## config.mk

```make
export PLATFORM = sky130hd
export DESIGN_NAME = request_suffix_scanner
export DESIGN_NICKNAME = d
export VERILOG_FILES = /design/src/rtl/rss_pkg.sv /design/src/rtl/rss_match.sv /design/src/rtl/request_suffix_scanner.sv
export SDC_FILE = /design/constraint.sdc
export NUM_CORES = 1
export LEC_CHECK = 0
export BUFFER_PORTS_ARGS = -buffer_cell sky130_fd_sc_hd__buf_2
export CORE_MARGIN = 2
export CORE_UTILIZATION = 40
export DETAILED_ROUTE_END_ITERATION = 6
export PLACE_DENSITY_LB_ADDON = 0.15
export SLEW_MARGIN = 20
export SYNTH_ARGS = -nofsm -noshare
export SYNTH_HDL_FRONTEND = slang
export SYNTH_SLANG_ARGS = --single-unit
```

## constraint.sdc

```tcl
create_clock -name aclk -period 4.3 [get_ports aclk]
set_input_delay 0.43 -clock aclk [delete_from_list [all_inputs] [get_ports aclk]]
set_output_delay 0.43 -clock aclk [all_outputs]
set_load 0.01 [all_outputs]
```

## src/rtl/rss_pkg.sv

```systemverilog
// ----------------------------------------------------------------------------
// rss_pkg
// Shared constants and types of the request suffix scanner: word codes,
// result codes, suffix patterns and the match flag bundle.
// ----------------------------------------------------------------------------
`default_nettype none

package rss_pkg;

    // Window of most recent received bytes
    localparam int WINDOW_BYTES = 9;
    localparam int WIN_W        = 8 * WINDOW_BYTES;

    typedef logic [WIN_W-1:0] win_t;

    // Input word kinds (s_tuser)
    localparam logic [1:0] KIND_START = 2'd0;
    localparam logic [1:0] KIND_BYTE  = 2'd1;
    localparam logic [1:0] KIND_TICK  = 2'd2;

    // Result kinds (m_tuser)
    localparam logic [2:0] RK_CONN_ID = 3'd0;
    localparam logic [2:0] RK_FAVICON = 3'd1;
    localparam logic [2:0] RK_HOME    = 3'd2;
    localparam logic [2:0] RK_RELAY   = 3'd3;
    localparam logic [2:0] RK_TIMEOUT = 3'd4;

    localparam int VALUE_W = 13;

    localparam logic [VALUE_W-1:0] VAL_FAVICON = 13'd5;
    localparam logic [VALUE_W-1:0] VAL_HOME    = 13'd6;
    localparam logic [VALUE_W-1:0] VAL_TIMEOUT = '1;
    localparam logic [VALUE_W-1:0] ASCII_ZERO  = 13'd48;

    localparam logic [7:0] CHAR_MINUS = 8'h2d;
    localparam logic [7:0] CHAR_PLUS  = 8'h2b;

    localparam logic [15:0] TIMEOUT_RESET = 16'd50;

    // Suffix patterns, right aligned: last character in the low byte
    localparam win_t PAT_IPD     = win_t'("+IPD,");
    localparam win_t PAT_FAVICON = win_t'("/favicon");
    localparam win_t PAT_HOME    = win_t'("GET / ");
    localparam win_t PAT_REL     = win_t'("GET /?rel");

    // Compare masks covering the pattern length
    localparam win_t MASK_IPD     = win_t'({5{8'hff}});
    localparam win_t MASK_FAVICON = win_t'({8{8'hff}});
    localparam win_t MASK_HOME    = win_t'({6{8'hff}});
    localparam win_t MASK_REL     = win_t'({9{8'hff}});

    // Suffix hits on the updated window
    typedef struct packed {
        logic ipd;
        logic favicon;
        logic home;
        logic rel;
    } match_t;

endpackage

`default_nettype wire

```

## src/rtl/rss_match.sv

```systemverilog
// ----------------------------------------------------------------------------
// rss_match
// Parallel suffix compare of the byte window against the fixed patterns.
// ----------------------------------------------------------------------------
`default_nettype none

module rss_match (
    input  wire rss_pkg::win_t   window,
    output rss_pkg::match_t      hits
);
    import rss_pkg::*;

    // Masked compare of the newest bytes; empty slots are zero and never hit
    always_comb begin
        hits.ipd     = ((window ^ PAT_IPD)     & MASK_IPD)     == '0;
        hits.favicon = ((window ^ PAT_FAVICON) & MASK_FAVICON) == '0;
        hits.home    = ((window ^ PAT_HOME)    & MASK_HOME)    == '0;
        hits.rel     = ((window ^ PAT_REL)     & MASK_REL)     == '0;
    end

endmodule

`default_nettype wire

```

## src/rtl/request_suffix_scanner.sv

```systemverilog
// A result word is registered and appears on m_* in the cycle after the word that causes it.
// Throughput: one input word per cycle; the window update, suffix compare and
// phase logic are all combinational ahead of the output register.
// s_tready drops only while a result is held and m_tready is low.
// Reset (aresetn low, synchronous): no session, output empty, timeout_ms = 50.
// ----------------------------------------------------------------------------
// request_suffix_scanner
// Scans a received byte stream for request suffixes and reports connection
// id, favicon, homepage, relay command or session timeout.
// ----------------------------------------------------------------------------
`default_nettype none

module request_suffix_scanner (
    input  wire         aclk,
    input  wire         aresetn,
    // configuration: timeout_ms
    input  wire         cfg_wr_en,
    input  wire  [15:0] cfg_wr_data,
    // input channel
    input  wire         s_tvalid,
    output logic        s_tready,
    input  wire  [7:0]  s_tdata,   // [7:0] data_byte
    input  wire  [1:0]  s_tuser,   // [1:0] kind
    // result channel
    output logic        m_tvalid,
    input  wire         m_tready,
    output logic [15:0] m_tdata,   // [12:0] result_value, [15:13] zero
    output logic [2:0]  m_tuser    // [2:0] result_kind
);
    import rss_pkg::*;

    typedef enum logic [1:0] {
        PH_PLAIN = 2'd0,
        PH_ID    = 2'd1,
        PH_DIGIT = 2'd2,
        PH_SIGN  = 2'd3
    } phase_t;

    logic [15:0]        timeout_reg;
    logic               active_reg, active_next;
    phase_t             phase_reg, phase_next;
    logic [VALUE_W-1:0] relay_reg, relay_next;
    win_t               win_reg, win_next;
    logic [15:0]        elapsed_reg, elapsed_next;

    logic               m_valid_reg;
    logic [2:0]         m_kind_reg;
    logic [VALUE_W-1:0] m_value_reg;

    logic               s_acc;
    logic               emit;
    logic [2:0]         emit_kind;
    logic [VALUE_W-1:0] emit_value;
    logic [VALUE_W-1:0] digit;
    phase_t             ph_mid;
    match_t             hits;
    win_t               win_shift;

    assign s_tready = !m_valid_reg || m_tready;
    assign s_acc    = s_tvalid && s_tready;

    assign m_tvalid = m_valid_reg;
    assign m_tuser  = m_kind_reg;
    assign m_tdata  = {3'b000, m_value_reg};

    // Window with the incoming byte shifted in
    assign win_shift = {win_reg[WIN_W-9:0], s_tdata};

    rss_match u_match (
        .window (win_shift),
        .hits   (hits)
    );

    // Incoming byte minus ASCII zero
    assign digit = {5'b0_0000, s_tdata} - ASCII_ZERO;

    // Per-word session logic, checks in priority order
    always_comb begin
        active_next  = active_reg;
        phase_next   = phase_reg;
        relay_next   = relay_reg;
        win_next     = win_reg;
        elapsed_next = elapsed_reg;
        emit         = 1'b0;
        emit_kind    = RK_CONN_ID;
        emit_value   = '0;
        ph_mid       = phase_reg;

        case (s_tuser)
            KIND_START: begin
                active_next  = 1'b1;
                phase_next   = PH_PLAIN;
                relay_next   = '0;
                win_next     = '0;
                elapsed_next = '0;
            end
            KIND_TICK: begin
                if (active_reg) begin
                    if (elapsed_reg != 16'hffff) begin
                        elapsed_next = elapsed_reg + 16'd1;
                    end
                    if (elapsed_next > timeout_reg) begin
                        emit       = 1'b1;
                        emit_kind  = RK_TIMEOUT;
                        emit_value = VAL_TIMEOUT;
                    end
                end
            end
            KIND_BYTE: begin
                if (active_reg) begin
                    win_next = win_shift;
                    if (phase_reg == PH_ID) begin
                        emit       = 1'b1;
                        emit_kind  = RK_CONN_ID;
                        emit_value = digit;
                    end else begin
                        if (hits.ipd) begin
                            ph_mid = PH_ID;
                        end
                        phase_next = ph_mid;
                        if (hits.favicon) begin
                            emit       = 1'b1;
                            emit_kind  = RK_FAVICON;
                            emit_value = VAL_FAVICON;
                        end else if (hits.home) begin
                            emit       = 1'b1;
                            emit_kind  = RK_HOME;
                            emit_value = VAL_HOME;
                        end else if (ph_mid == PH_SIGN && s_tdata == CHAR_MINUS) begin
                            emit       = 1'b1;
                            emit_kind  = RK_RELAY;
                            emit_value = relay_reg;
                        end else if (ph_mid == PH_SIGN && s_tdata == CHAR_PLUS) begin
                            emit       = 1'b1;
                            emit_kind  = RK_RELAY;
                            emit_value = relay_reg + 13'd1;
                        end else begin
                            if (ph_mid == PH_DIGIT) begin
                                // digit * 10 as shift-add
                                relay_next = (digit << 3) + (digit << 1);
                                phase_next = PH_SIGN;
                            end
                            if (hits.rel) begin
                                phase_next = PH_DIGIT;
                            end
                        end
                    end
                end
            end
            default: begin
                // unused kind: ignored
            end
        endcase

        // any result closes the session
        if (emit) begin
            active_next = 1'b0;
        end
    end

    // State and output registers
    always_ff @(posedge aclk) begin
        if (!aresetn) begin
            timeout_reg <= TIMEOUT_RESET;
            active_reg  <= 1'b0;
            phase_reg   <= PH_PLAIN;
            relay_reg   <= '0;
            win_reg     <= '0;
            elapsed_reg <= '0;
            m_valid_reg <= 1'b0;
        end else begin
            if (cfg_wr_en) begin
                timeout_reg <= cfg_wr_data;
            end
            if (s_acc) begin
                active_reg  <= active_next;
                phase_reg   <= phase_next;
                relay_reg   <= relay_next;
                win_reg     <= win_next;
                elapsed_reg <= elapsed_next;
            end
            if (s_acc && emit) begin
                m_valid_reg <= 1'b1;
            end else if (m_tready) begin
                m_valid_reg <= 1'b0;
            end
        end
    end

    // Result payload
    always_ff @(posedge aclk) begin
        if (s_acc && emit) begin
            m_kind_reg  <= emit_kind;
            m_value_reg <= emit_value;
        end
    end

    // Checks
    a_timeout_value: assert property (@(posedge aclk) disable iff (!aresetn)
        m_tvalid && m_tuser == RK_TIMEOUT |-> m_tdata[VALUE_W-1:0] == VAL_TIMEOUT)
        else $error("timeout result without value -1");

    a_fixed_values: assert property (@(posedge aclk) disable iff (!aresetn)
        m_tvalid && (m_tuser == RK_FAVICON || m_tuser == RK_HOME) |->
            m_tdata[VALUE_W-1:0] == (m_tuser == RK_FAVICON ? VAL_FAVICON : VAL_HOME))
        else $error("favicon or homepage result with wrong value");

    a_emit_closes: assert property (@(posedge aclk) disable iff (!aresetn)
        s_acc && emit |=> !active_reg && m_tvalid)
        else $error("session still open or no result after emitting word");

    a_start_clears: assert property (@(posedge aclk) disable iff (!aresetn)
        s_acc && s_tuser == KIND_START |=>
            active_reg && elapsed_reg == '0 && phase_reg == PH_PLAIN)
        else $error("start word did not open a cleared session");

    a_idle_quiet: assert property (@(posedge aclk) disable iff (!aresetn)
        s_acc && !active_reg && s_tuser != KIND_START |=> $stable(win_reg) && !active_reg)
        else $error("idle word changed session state");

endmodule

`default_nettype wire

```

# Yosys cells after proc, flatten, opt, wreduce, memory -nomap -nowiden
# Cells that the tools add are included.
# op_classes
reduce_logical	20
addsub	4
n_eq_ne	16
bitwise	4
muxes	59
order_cmp	1
# ops
op	count
$logic_not A72 Y1	4
$mux W13	15
$pmux W64 S2	1
$mux W16	4
$mux W64	1
$pmux W13 S2	2
$mux W2	18
$not A36 Y36	1
$not A34 Y34	1
$pmux W16 S2	1
$not A17 Y17	1
$add A16 B1 Y16 const B	1
$eq A8 B6 Y1 const B	2
$gt A16 B16 Y1	1
$ne A16 B16 Y1 const B	1
$ne A2 B2 Y1 const B	8
$not A14 Y14	1
$add A12 B10 Y13	1
$add A13 B1 Y13 const B	1
$mux W1	12
$reduce_and A9 Y1	1
$sub A8 B6 Y9 const B	1
$reduce_bool A2 Y1	4
$eq A2 B2 Y1 const B	3
12 further kinds	18
# totals
out_inout_bits	21
word_cells	113
in_bits	31
ff_bits	129

# Logic depth before layout (Yosys ltp)
# Gate-level depths: netlist (run 1).
# depth
word_depth	17
mapped_depth	15
mapped_depth_nobuf	14

# Modules after synthesis
# A second synthesis (run 1) with hierarchy kept.
# unflattened
cells_unflattened	800
area_unflattened_um2	6980.4
# by_module_without_submodules
module	area_per_inst_um2	seq_area_each_um2	cells_per_inst	instances
request_suffix_scanner	6582.6	2722.6	746	1
rss_match	397.9	0.0	54	1

# Worst setup path before layout (run 1)
# OpenSTA, ideal clock, no wires.
# synth_timing
kind	reg2reg
from	register elapsed_reg[3]
to	register m_kind_reg[0], in the netlist m_tuser[0], enable pin
stages_incl_launch_ff	15
path_buffers	1
setup_ns	0.409
required_ns	3.891
period_less_slack_ns	4.572
path_slack_ns	-0.272
arrival_time_ns	4.163
cell_sequence	dfxtp_1 buf_2 nand4_1 nor4_2 nand2_1 or4_1 nor4_1 nor2_1 ha_1 nand4_1 nor4_1 o21ai_0 o211ai_1 a22oi_1 nor3_1
# synth_between
elab_chain_len	9
word_cells_on_any_way	10
classes_between	add/sub (1); order compare (1); eq/ne (1); mux (6); reduce/logical (1)
# synth_rtl
element	line_no	source
start: declaration	request_suffix_scanner.sv:44	logic [15:0] elapsed_reg, elapsed_next;
start signal: assignment	request_suffix_scanner.sv:180	elapsed_reg <= elapsed_next;
$add A16 B1 Y16 / $ne A16 B16 Y1 (equally long branches)	request_suffix_scanner.sv:100, request_suffix_scanner.sv:99	
$mux W16 *	request_suffix_scanner.sv:99	if (elapsed_reg != 16'hffff) begin
$mux W16 *	request_suffix_scanner.sv:98	if (active_reg) begin
$mux W16 *	request_suffix_scanner.sv:89	case (s_tuser)
$gt A16 B16 Y1 *	request_suffix_scanner.sv:102	if (elapsed_next > timeout_reg) begin
$mux W1 *	request_suffix_scanner.sv:102	
$mux W1 *	request_suffix_scanner.sv:98	
$pmux W1 S2 *	request_suffix_scanner.sv:89	
$logic_and A1 B1 Y1 *	request_suffix_scanner.sv:192	if (s_acc && emit) begin
end signal: assignment	request_suffix_scanner.sv:193	m_kind_reg <= emit_kind;
end: declaration	request_suffix_scanner.sv:47	logic [2:0] m_kind_reg;
# Mark *: on every way between the ends. The rest lies on a longest branch, timed or not. The select of a mux whose other input is x is not followed.
# A chain may end at the register's enable or synchronous reset.

# Final worst setup path (run 1)
# layout_timing
from	register elapsed_reg[4]
to	register m_value_reg[5], enable pin
# layout_between
elab_chain_len	9
word_cells_on_any_way	10
classes_between	add/sub (1); order compare (1); eq/ne (1); mux (6); reduce/logical (1)
# layout_rtl
element	line_no	source
$add A16 B1 Y16 / $ne A16 B16 Y1 (equally long branches)	request_suffix_scanner.sv:100, request_suffix_scanner.sv:99	
$mux W16 *	request_suffix_scanner.sv:99	
$mux W16 *	request_suffix_scanner.sv:98	
$mux W16 *	request_suffix_scanner.sv:89	
$gt A16 B16 Y1 *	request_suffix_scanner.sv:102	
$mux W1 *	request_suffix_scanner.sv:102	
$mux W1 *	request_suffix_scanner.sv:98	
$pmux W1 S2 *	request_suffix_scanner.sv:89	
$logic_and A1 B1 Y1 *	request_suffix_scanner.sv:192	
end signal: assignment	request_suffix_scanner.sv:194	m_value_reg <= emit_value;
end: declaration	request_suffix_scanner.sv:48	logic [VALUE_W-1:0] m_value_reg;
# Marked as above.

==> results of run 1 <==
-- cells in the final DEF, fill, tap and decap left out, types with 19 or more instances in the layout --
master,count
o21ai_0,34
inv_1,29
a21oi_1,80
dfxtp_1,111
nand2_1,106
mux2i_1,19
nand3_1,75
buf_2,48
nor2_1,38
ha_1,29
-- layer usage --
layer / vias to the layer above / track usage, % / share of wire [%]
li1: 2906 / - / -
met1: 2835 / 27.78 / 47
met2: 162 / 32.25 / 46
met3: 29 / 3.919 / 4.5
met4: 0 / 6.915 / 1.8
met5: - / 0 / 0
-- logic make-up after synthesis --
family,synth area share (%)
simple gates,23.84
mux,3.347
fa+ha+maj,5.909
compound gates,18.46
buf+inv,5.348
other cells,0.05604
flops,40.69
xor+xnor,2.356
-- how the worst max path moves through the flow --
stage,slack (ns),end
detailed placement,0.39,m_value_reg[8]
global route,0.01,m_value_reg[5]
global placement,0.43,m_value_reg[7]
CTS,0.34,m_value_reg[4]
floorplan,0.20,m_tuser[0]
finish,0.35,m_value_reg[5]
-- critical path, cell delays in order (launching register included) --
cell	delay, ns
dfxtp_1	0.42
nand4_1	0.21
nor4_2	0.23
nand2_1	0.17
or4_1	0.59
nor4_1	0.24
nor2_1	0.09
ha_1	0.33
nand4_1	0.15
nor4_2	0.30
o21ai_0	0.13
o211ai_1	0.15
a22oi_1	0.16
nor3_2	0.21
buf_4	0.25
-- cell usage after synthesis, types with 5 or more instances --
cell | number | share of area [%]
xnor2_1 | 14 | 1.8
clkbuf_1 | 30 | 1.7
or4_1 | 6 | 0.67
a32o_1 | 7 | 1.0
a21o_1 | 10 | 1.1
nor2_1 | 38 | 2.1
buf_1 | 13 | 0.73
nand4_1 | 16 | 1.5
inv_1 | 29 | 1.6
a22oi_1 | 7 | 0.79
nor4bb_1 | 5 | 0.75
a31oi_1 | 9 | 0.84
nor3_1 | 5 | 0.37
ha_1 | 30 | 5.6
nand3_1 | 75 | 5.6
a21oi_1 | 80 | 6.0
o21ai_0 | 34 | 2.5
and2_1 | 9 | 0.84
edfxtp_1 | 16 | 7.2
dfxtp_1 | 112 | 34
nand2_1 | 108 | 6.1
o211ai_1 | 8 | 0.90
a211oi_1 | 6 | 0.67
nor4b_1 | 6 | 0.79
mux2i_1 | 19 | 2.8
nor4_1 | 8 | 0.75
-- metrics by stage --
step           setup WS (ns)  cells  area, sq um  util (%)  hold slack (ns)
5_1_grt              0.01035   1044         7690     46.70           0.2394
6_report              0.3457   1044         7690     46.70           0.2391
4_1_cts               0.3369   1044         7680     46.64           0.2206
3_3_place_gp          0.4312   1013         7041     42.76           0.4279
2_1_floorplan         0.1983    789         6704         -           0.4122
3_5_place_dp          0.3851   1013         7041     42.76           0.4369
-- final cells by class --
type / count / area (sq um)
sequential: 128 / 2724
inverter: 30 / 112.6
multi-input combinational: 579 / 3638
timing repair buffer: 56 / 300.3
fill: 1616 / 8776
tap: 220 / 275.3
clock inverter: 14 / 214.0
clock buffer: 17 / 425.4
-- what timing repair did --
| action | 4_1_cts | 5_1_grt |
|---|---|---|
| setup endpoints to repair | 0 | 23 |
| hold buffers | 0 | 0 |
| gates resized for setup | 0 | 3 |
-- power by group through the flow --
stage	clock (mW)	combinational [mW]	sequential [mW]
final	1.57	0.227	1.23
after global routing	1.65	0.253	1.23
after CTS	1.60	0.226	1.23
after detailed placement	0	0.224	1.26
after global placement	0	0.219	1.26
after floorplan	0	0.168	1.25
==> summary.txt, run 1 <==
STA
  • Max-slew headroom: 43.08%
  • Setup Skew: just under 0.009 ns
  • Unrepaired setup endpoints after global routing: no
  • Final hold vios: 0
  • Sum of negative setup slack: 0 ns
  • Achievable Freq: 0.2529 GHz
  • Actual slew at the worst max-slew pin: 0.8520 ns
  • Pins Over Slew Limit: 0
  • Min Tclk post-route: approximately 4.0 ns
  • Tcrit/Tclk final: 91.96%
  • Final Setup Violations: 0

Placement
  • PortBufs: 48
  • GP Congestion: around 0.86
  • HPWL after DPL: 12080 um

Logic synthesis
  • Ys async rst share: 0%
  • Synth Area per Inst: between 8 and 9 sq um
  • Gate count of the mapped netlist: 787
  • Yosys reg bits: 128
  • Yosys warnings: 0
  • Sequential element share of the synthesized area: 40.69%
  • Post-synth EDFFs: 16
  • Post-synthesis instance area: 0.006691 sq mm
  • Top_reg_cell synth: dfxtp_1
  • Distinct cell type count after synthesis: 74

Critical path
  • CP required: 4.41 ns
  • Reg2reg end: m_value_reg[5]
  • CP startpoint: elapsed_reg[4]
  • Critical path arrival: 4.06 ns
  • FF-to-FF setup slack: 0.35 ns
  • Crit. End Element: register
  • Worst setup path class: register to register
  • Max FO, Critical Path: 16
  • RR Startpoint: elapsed_reg[4]
  • Startpoint types: register
  • Worst Reg2Reg Path Length in Cells: 14

Routing
  • Vias per inst: 5.682
  • Antenna-violating nets left: 0
  • DR pass1 iterations: 5
  • Wire per inst: 16.78 um
  • Initial DRC count: 445
  • DRC viols: 0
  • Via count: 5932
  • Total Wirelength: 17520 um

Min path
  • Hold Path Class: input pin to register
  • Hold path depth: 3
  • Min-Delay Endpoint: timeout_reg[4]
  • HP Start: cfg_wr_data[4]

Die
  • Initial Utilization: 40.64%
  • Ports: 52
  • Row count: 47
  • Core area: 0.01647 sq mm
  • Die Y-Extent: 133.3 um
  • Die width: 133.3 um
  • Area of the die: 0.01778 sq mm

Global route
  • Vias in the first global route: 5673
  • First-pass GRT wire length: 29260 um
  • Largest net degree at the start of global routing: 80
  • GRT Total Usage: just over 20%
  • GRT overflow: 0
  • Initial antenna violation count: 0

Power
  • Int Pwr: approximately 2.3 mW
  • Seq pwr share: 40.7%
  • PD cells: 393.4 mW/mm^2
  • Sw frac: a little under a quarter
  • Leak Pwr: 2.843 nW
  • Worst VDD drop: 0.3024 mV
  • Total power draw: around 3 mW
  • Clock network power share: 51.8%
  • Logic pwr share: under 10%
  • Sw power: 0.6992 mW

Final layout
  • Max reg flops: 64
  • Area Growth Syn to Fin: 14.92%
  • Ant. Diodes: 0
  • Layout cells sized above 1: 13.59%
  • Number of nets in the layout: between 800 and 900

Flow run
  • Maxcap violations: 0

Clock network
  • CTS root buf: clkbuf_16
  • Clk buf depth: 2
  • CTS tree: yes
  • CTS sink count: between 100 and 150
  • Htree depth: 4
  • Postcts setup bufs: 0
  • Clock Pin Slew Worst Setup and Hold Paths: 0.06 ns
  • CTS buffer count: 17
  • Clk_lat worst skew: around 0.42 ns

Outcome
  • Status: finished clean
(Power assumes the default switching activity.)
==> inputs of run 2 (changes only) <==
==> constraint.sdc (replaced) <==
create_clock -name aclk -period 3.2 [get_ports aclk]
set_input_delay 0.32 -clock aclk [delete_from_list [all_inputs] [get_ports aclk]]
set_output_delay 0.32 -clock aclk [all_outputs]
set_load 0.01 [all_outputs]
==> run 2 against run 1 <==
  * The run now ends with setup timing left
  * Combinational power up 47%
  * Die area is the same
  * Count of clock-buffer cells in the layout unchanged
  * Clock power is 15% higher
  * Core utilization grew 2.9 points
  * Non-clock buffer count is 53 higher
  * Global-route usage is 0.066 points higher
==> summary.txt, run 2 (synthesized netlist as in run 1, its figures left out) <==
Outcome
  • Status: finished with violations (was finished clean)
  • Failing checks: setup timing

Placement
  • Placement Cell Area: 0.007446 sq mm (was 0.007041 sq mm)
  • HPWL after DPL: 12780 um (was 12080 um)
  • PortBufs: 48 (unchanged)
  • GP Congestion: 0.9430 (was 0.8565)
  • Pre-CTS setup slack: -0.4517 ns (was 0.3851 ns)
  • Placed Instances: 1059 (was 1013)

STA
  • Setup ws final: -0.2300 ns (was 0.3457 ns)
  • Setup Skew: 0.009058 ns (was 0.008916 ns)
  • Sum of negative setup slack: -6.400 ns (was 0 ns)
  • Min Tclk post-route: 3.430 ns (was 3.954 ns)
  • Worst hold slack: 0.1159 ns (was 0.2391 ns)
  • Achievable Freq: 0.2915 GHz (was 0.2529 GHz)
  • Tcrit/Tclk final: 107.2% (was 91.96%)
  • Final Setup Violations: 32 (was 0)
  • Pins Over Slew Limit: 0 (unchanged)
  • Unrepaired setup endpoints after global routing: yes (was no)
  • Final hold vios: 0 (unchanged)
  • Max-slew headroom: 42.70% (was 43.08%)
  • Actual slew at the worst max-slew pin: 0.8564 ns (was 0.8520 ns)

Power
  • Leak Pwr: 3.111 nW (was 2.843 nW)
  • Total power draw: 3.780 mW (was 3.025 mW)
  • Worst VDD drop: 0.4348 mV (was 0.3024 mV)
  • PD cells: 462.5 mW/mm^2 (was 393.4 mW/mm^2)

Critical path
  • Critical path arrival: 3.68 ns (was 4.06 ns)
  • Worst setup path class: register to register (unchanged)
  • CP peak stage delay: 0.32 ns (was 0.59 ns)
  • FF-to-FF setup slack: -0.23 ns (was 0.35 ns)
  • Max FO, Critical Path: 14 (was 16)
  • WP buf/inv: 3 (was 1)
  • CP required: 3.45 ns (was 4.41 ns)
  • Crit. End Element: register (unchanged)
  • Slowest CP cell: dfxtp_2 (was or4_1)
  • Startpoint types: register (unchanged)
  • Top cell by count, worst path: nand4_1
  • Cell Chain, Critical Path: nand4_1 > nor4_4 > buf_4 > nand4_1 > nor2_2 > xnor2_1 > nand2_1 > ha_4 > nand4_1 > nor4_2 > o21ai_1 > o211ai_1 > buf_4 > nand4_1 > buf_12 > o211ai_1 (was nand4_1 > nor4_2 > nand2_1 > or4_1 > nor4_1 > nor2_1 > ha_1 > nand4_1 > nor4_2 > o21ai_0 > o211ai_1 > a22oi_1 > nor3_2 > buf_4)
  • CP delay by family, top: simple AND/OR/NAND/NOR gates (unchanged)

Global route
  • GRT Total Usage: 20.38% (was 20.31%)
  • First-pass GRT wire length: 29020 um (was 29260 um)
  • Initial antenna violation count: 0 (unchanged)
  • Vias in the first global route: 5748 (was 5673)
  • GRT overflow: 0 (unchanged)
  • Largest net degree at the start of global routing: 80 (unchanged)

Clock network
  • Clk buf depth: 2 (unchanged)
  • Clk_lat worst skew: 0.42 ns (about the same)
  • CTS sink count: 128 (unchanged)
  • CTS buffer count: 17 (unchanged)
  • CTS root buf: clkbuf_16 (unchanged)
  • Htree depth: 4 (unchanged)
  • Hold_buf cts: 0 (unchanged)
  • CTS tree: yes (unchanged)
  • Clock Pin Slew Worst Setup and Hold Paths: 0.06 ns (about the same)

Die
  • Core area: 0.01647 sq mm (unchanged)
  • Area of the die: 0.01778 sq mm (unchanged)
  • Die width: 133.3 um (unchanged)
  • Initial Utilization: 40.64% (unchanged)
  • Ports: 52 (unchanged)
  • Die Y-Extent: 133.3 um (unchanged)
  • Row count: 47 (unchanged)

Final layout
  • Ant. Diodes: 0 (unchanged)
  • Max reg flops: 64 (unchanged)
  • Most frequent cells in the layout: dfxtp_1, nand2_1, a21oi_1 (unchanged)
  • Area Growth Syn to Fin: 22.14% (was 14.92%)
  • Final std cells w/o fill: 1098 (was 1044)
  • Design area: 0.008173 sq mm (was 0.007690 sq mm)
  • Layout cells sized above 1: 21.98% (was 13.59%)
  • Final Util: 49.64% (was 46.70%)
  • Fillers: 1560 (was 1616)
  • Number of nets in the layout: 927 (was 874)
  • Most common cell after layout, fill and taps aside: dfxtp_1 (unchanged)

Routing
  • DR pass1 iterations: 5 (unchanged)
  • Antenna-violating nets left: 0 (unchanged)
  • Vias per inst: 5.522 (was 5.682)
  • DRC viols: 0 (unchanged)
  • Total Wirelength: 17890 um (was 17520 um)
  • Via count: 6063 (was 5932)
  • Wire per inst: 16.29 um (was 16.78 um)
  • Initial DRC count: 490 (was 445)

Min path
  • Hold Path Class: input pin to register (unchanged)

Flow run
  • Maxcap violations: 0 (unchanged)
-- run 2: changes by cell type in the layout (fill, tap and decap cells not counted), moves of 3 or more --
cell / change
buf_4: +51
o21ai_1: +4
ha_4: +3
bufinv_16: -4
o21ai_2: +9
dfxtp_2: +4
o21ai_0: -13
dfxtp_1: -4
ha_1: -3
-- run 2: routing by layer --
| layer | GRT usage [%] | vias up | part of all wire (%) |
|---|---|---|---|
| met4 | 6.797 | 0 | 1.6 |
| met2 | 32.85 | 180 | 47 |
| met3 | 4.833 | 25 | 5.4 |
| li1 | - | 3007 | - |
| met1 | 26.95 | 2851 | 46 |
| met5 | 0 | - | 0 |
-- run 2: layout make-up --
class	count	area (sq um)	area share, %
multi-input combinational	579	3786	46.33
sequential	128	2729	33.39
timing repair buffer	109	723.2	8.849
clock buffer	17	425.4	5.205
tap	220	275.3	3.368
clock inverter	15	121.4	1.485
inverter	30	112.6	1.378
-- run 2: worst reg2reg max path, stage by stage (launching register included) --
cell      delay [ns]
dfxtp_2         0.32
nand4_1         0.18
nor4_4          0.25
buf_4           0.19
nand4_1         0.18
nor2_2          0.18
xnor2_1         0.15
nand2_1         0.11
ha_4            0.28
nand4_1         0.15
nor4_2          0.32
o21ai_1         0.12
o211ai_1        0.20
buf_4           0.18
nand4_1         0.16
buf_12          0.21
o211ai_1        0.08
-- run 2: worst paths after layout --
check                 startpoint              to  depth (start not counted)
hold / removal    cfg_wr_data[5]  timeout_reg[5]                          3
hold reg to reg   elapsed_reg[9]  elapsed_reg[9]                          1
setup / recovery  elapsed_reg[6]  m_value_reg[2]                         16
setup reg to reg  elapsed_reg[6]  m_value_reg[2]                         16
-- run 2: repair_timing --
item | in CTS | in global routing
setup buffers | 4 | 3
gates resized for setup | 17 | 11
setup endpoints to repair | 32 | 32
pin swaps | 7 | 3
-- run 2: power breakdown --
group | switching [mW] | internal, mW
clock | 0.738 | 1.06
combinational | 0.210 | 0.123
sequential | 0.00968 | 1.64
==> inputs of run 3 (changes only) <==
--- a/config.mk
+++ b/config.mk
@@ -8,8 +8,10 @@
 export BUFFER_PORTS_ARGS = -buffer_cell sky130_fd_sc_hd__buf_2
 export CORE_MARGIN = 2
 export CORE_UTILIZATION = 40
+export CTS_BUF_LIST = sky130_fd_sc_hd__clkbuf_8
 export DETAILED_ROUTE_END_ITERATION = 6
 export PLACE_DENSITY_LB_ADDON = 0.15
+export SKIP_CTS_REPAIR_TIMING = 1
 export SLEW_MARGIN = 20
 export SYNTH_ARGS = -nofsm -noshare
 export SYNTH_HDL_FRONTEND = slang
==> constraint.sdc (replaced) <==
create_clock -name aclk -period 3.2 [get_ports aclk]
set_input_delay 0.32 -clock aclk [delete_from_list [all_inputs] [get_ports aclk]]
set_output_delay 0.32 -clock aclk [all_outputs]
set_load 0.05 [all_outputs]
==> run 3 against run 2 <==
  * The run still ends with setup timing left
  * Count of clock-buffer cells in the layout is the same
  * Setup slack lost 0.11 ns
  * Final area shrank 1.4%
  * Largest cell class unchanged
  * Combinational power grew 4%
  * Flip-flop and latch count is the same
  * Wire length grew 1.5%
  * Core utilization shrank 0.70 points
  * Worst hold slack lost 0.024 ns
==> summary.txt, run 3 (synthesized netlist as in run 1, its figures left out) <==
Clock network
  • CTS sink count: 128 (unchanged)
  • Clk_lat worst skew: 0.44 ns (was 0.42 ns)
  • Htree depth: 4 (unchanged)
  • Clk buf depth: 2 (unchanged)
  • CTS root buf: clkbuf_8 (was clkbuf_16)
  • Clock Pin Slew Worst Setup and Hold Paths: 0.07 ns (was 0.06 ns)
  • CTS tree: yes (unchanged)
  • CTS buffer count: 17 (unchanged)

STA
  • Final Setup Violations: 32 (unchanged)
  • Unrepaired setup endpoints after global routing: yes (unchanged)
  • Pins Over Slew Limit: 0 (unchanged)
  • Setup ws final: -0.3382 ns (was -0.2300 ns)
  • Sum of negative setup slack: -9.154 ns (was -6.400 ns)
  • Setup Skew: 0.01035 ns (was 0.009058 ns)
  • Tcrit/Tclk final: 110.6% (was 107.2%)
  • Achievable Freq: 0.2826 GHz (was 0.2915 GHz)
  • Max-slew headroom: 35.34% (was 42.70%)
  • Min Tclk post-route: 3.538 ns (was 3.430 ns)
  • Final hold vios: 0 (unchanged)
  • Actual slew at the worst max-slew pin: 0.9597 ns (was 0.8564 ns)

Placement
  • HPWL after DPL: 12640 um (was 12780 um)
  • PortBufs: 48 (unchanged)
  • GP Congestion: 0.9491 (was 0.9430)

Die
  • Core area: 0.01647 sq mm (unchanged)
  • Die width: 133.3 um (unchanged)
  • Initial Utilization: 40.64% (unchanged)
  • Ports: 52 (unchanged)
  • Area of the die: 0.01778 sq mm (unchanged)
  • Row count: 47 (unchanged)
  • Die Y-Extent: 133.3 um (unchanged)

Min path
  • Min-Delay Endpoint: timeout_reg[1] (was timeout_reg[5])
  • HP Start: cfg_wr_data[1] (was cfg_wr_data[5])
  • Hold path depth: 3 (unchanged)
  • Hold Path Class: input pin to register (unchanged)

Routing
  • DR pass1 iterations: 5 (unchanged)
  • Initial DRC count: 491 (was 490)
  • DRC viols: 0 (unchanged)
  • Wire per inst: 16.47 um (was 16.29 um)
  • Via count: 6173 (was 6063)
  • Total Wirelength: 18150 um (was 17890 um)
  • Antenna-violating nets left: 0 (unchanged)
  • Vias per inst: 5.602 (was 5.522)

Critical path
  • FF-to-FF setup slack: -0.34 ns (was -0.23 ns)
  • Worst Reg2Reg Path Length in Cells: 18 (was 16)
  • Worst setup path class: register to register (unchanged)
  • Max FO, Critical Path: 7 (was 14)
  • Reg2reg end: m_value_reg[12] (was m_value_reg[2])
  • RR Startpoint: elapsed_reg[6] (unchanged)
  • Critical path arrival: 3.83 ns (was 3.68 ns)
  • Startpoint types: register (unchanged)
  • CP required: 3.49 ns (was 3.45 ns)
  • Crit. End Element: register (unchanged)

Power
  • Total power draw: 3.465 mW (was 3.780 mW)
  • Leak Pwr: 3.095 nW (was 3.111 nW)
  • PD cells: 430.1 mW/mm^2 (was 462.5 mW/mm^2)
  • Worst VDD drop: 0.2255 mV (was 0.4348 mV)

Flow run
  • Maxcap violations: 0 (unchanged)

Final layout
  • Max reg flops: 64 (unchanged)
  • Area Growth Syn to Fin: 20.42% (was 22.14%)
  • Most frequent cells in the layout: dfxtp_1, nand2_1, a21oi_1 (unchanged)
  • Number of nets in the layout: 931 (was 927)
  • Most common cell after layout, fill and taps aside: dfxtp_1 (unchanged)
  • Ant. Diodes: 0 (unchanged)
  • Layout cells sized above 1: 21.66% (was 21.98%)

Outcome
  • Failing checks: setup timing (unchanged)
  • Status: finished with violations (unchanged)

Global route
  • First-pass GRT wire length: 29130 um (was 29020 um)
  • Vias in the first global route: 5665 (was 5748)
  • GRT overflow: 0 (unchanged)
  • GRT Total Usage: 20.40% (was 20.38%)
  • Initial antenna violation count: 0 (unchanged)
  • Largest net degree at the start of global routing: 80 (unchanged)
==> run 3: cell types whose count changed in the layout (fill, tap and decap cells not counted), sizes merged <==
| cell | before | now |
|---|---|---|
| inv | 31 | 32 |
| bufinv | 1 | 4 |
| buf | 109 | 112 |
| clkbuf | 17 | 18 |
| clkinvlp | 5 | 1 |
==> run 3: report_power, final <==
group          switching, mW  internal, mW
Clock                  0.640         0.831
Combinational          0.219         0.126
Sequential           0.00999          1.64
==> run 3: worst max path at each step <==
stage,from,end
finish,elapsed_reg[6],m_value_reg[12]
global route,elapsed_reg[6],m_value_reg[10]
CTS,elapsed_reg[5],m_value_reg[12]
detailed placement,elapsed_reg[6],m_value_reg[7]
global placement,elapsed_reg[6],m_value_reg[7]
floorplan,elapsed_reg[3],m_tuser[0]
==> run 3: metrics by stage <==
stage | hold slack [ns] | area [sq um] | setup WS, ns | util (%) | instances
2_1_floorplan | 0.4122 | 6749 | -0.4626 | - | 789
3_3_place_gp | 0.4291 | 7447 | -0.2954 | 45.23 | 1060
3_5_place_dp | 0.4363 | 7447 | -0.5178 | 45.23 | 1060
4_1_cts | 0.06531 | 7859 | -0.5316 | 47.73 | 1092
5_1_grt | 0.07132 | 8058 | -0.5445 | 48.94 | 1102
6_report | 0.09188 | 8058 | -0.3382 | 48.94 | 1102
==> run 3: layout make-up <==
class	instances	area, sq um
clock inverters	15	177.7
fillers	1580	8408
multi-input cells	579	3750
well taps	220	275.3
clock buffers	17	234.0
flip-flops and latches	128	2729
inverters	30	117.6
repair buffers	113	774.5
==> run 3: metal layers <==
layer,vias to the layer above,track usage [%],wire length (um)
met5,-,0,0
met4,0,5.969,278
met3,25,4.718,969
met2,192,32.50,8554
met1,2939,27.70,8350
li1,3017,-,-
==> run 3: worst max-delay path, cell delays in order (launching register included) <==
cell and delay, ns:
dfxtp_2 0.34, nand4_1 0.18, nor4_4 0.25, buf_4 0.18
nand4_1 0.16, nor2_2 0.20, xnor2_1 0.15, nand2_1 0.10
ha_1 0.30, nand4_1 0.16, nor4_2 0.30, buf_4 0.17
o21ai_2 0.05, o211ai_1 0.17, buf_4 0.18, nand4_1 0.10
buf_6 0.16, clkbuf_16 0.16, o21ai_1 0.07
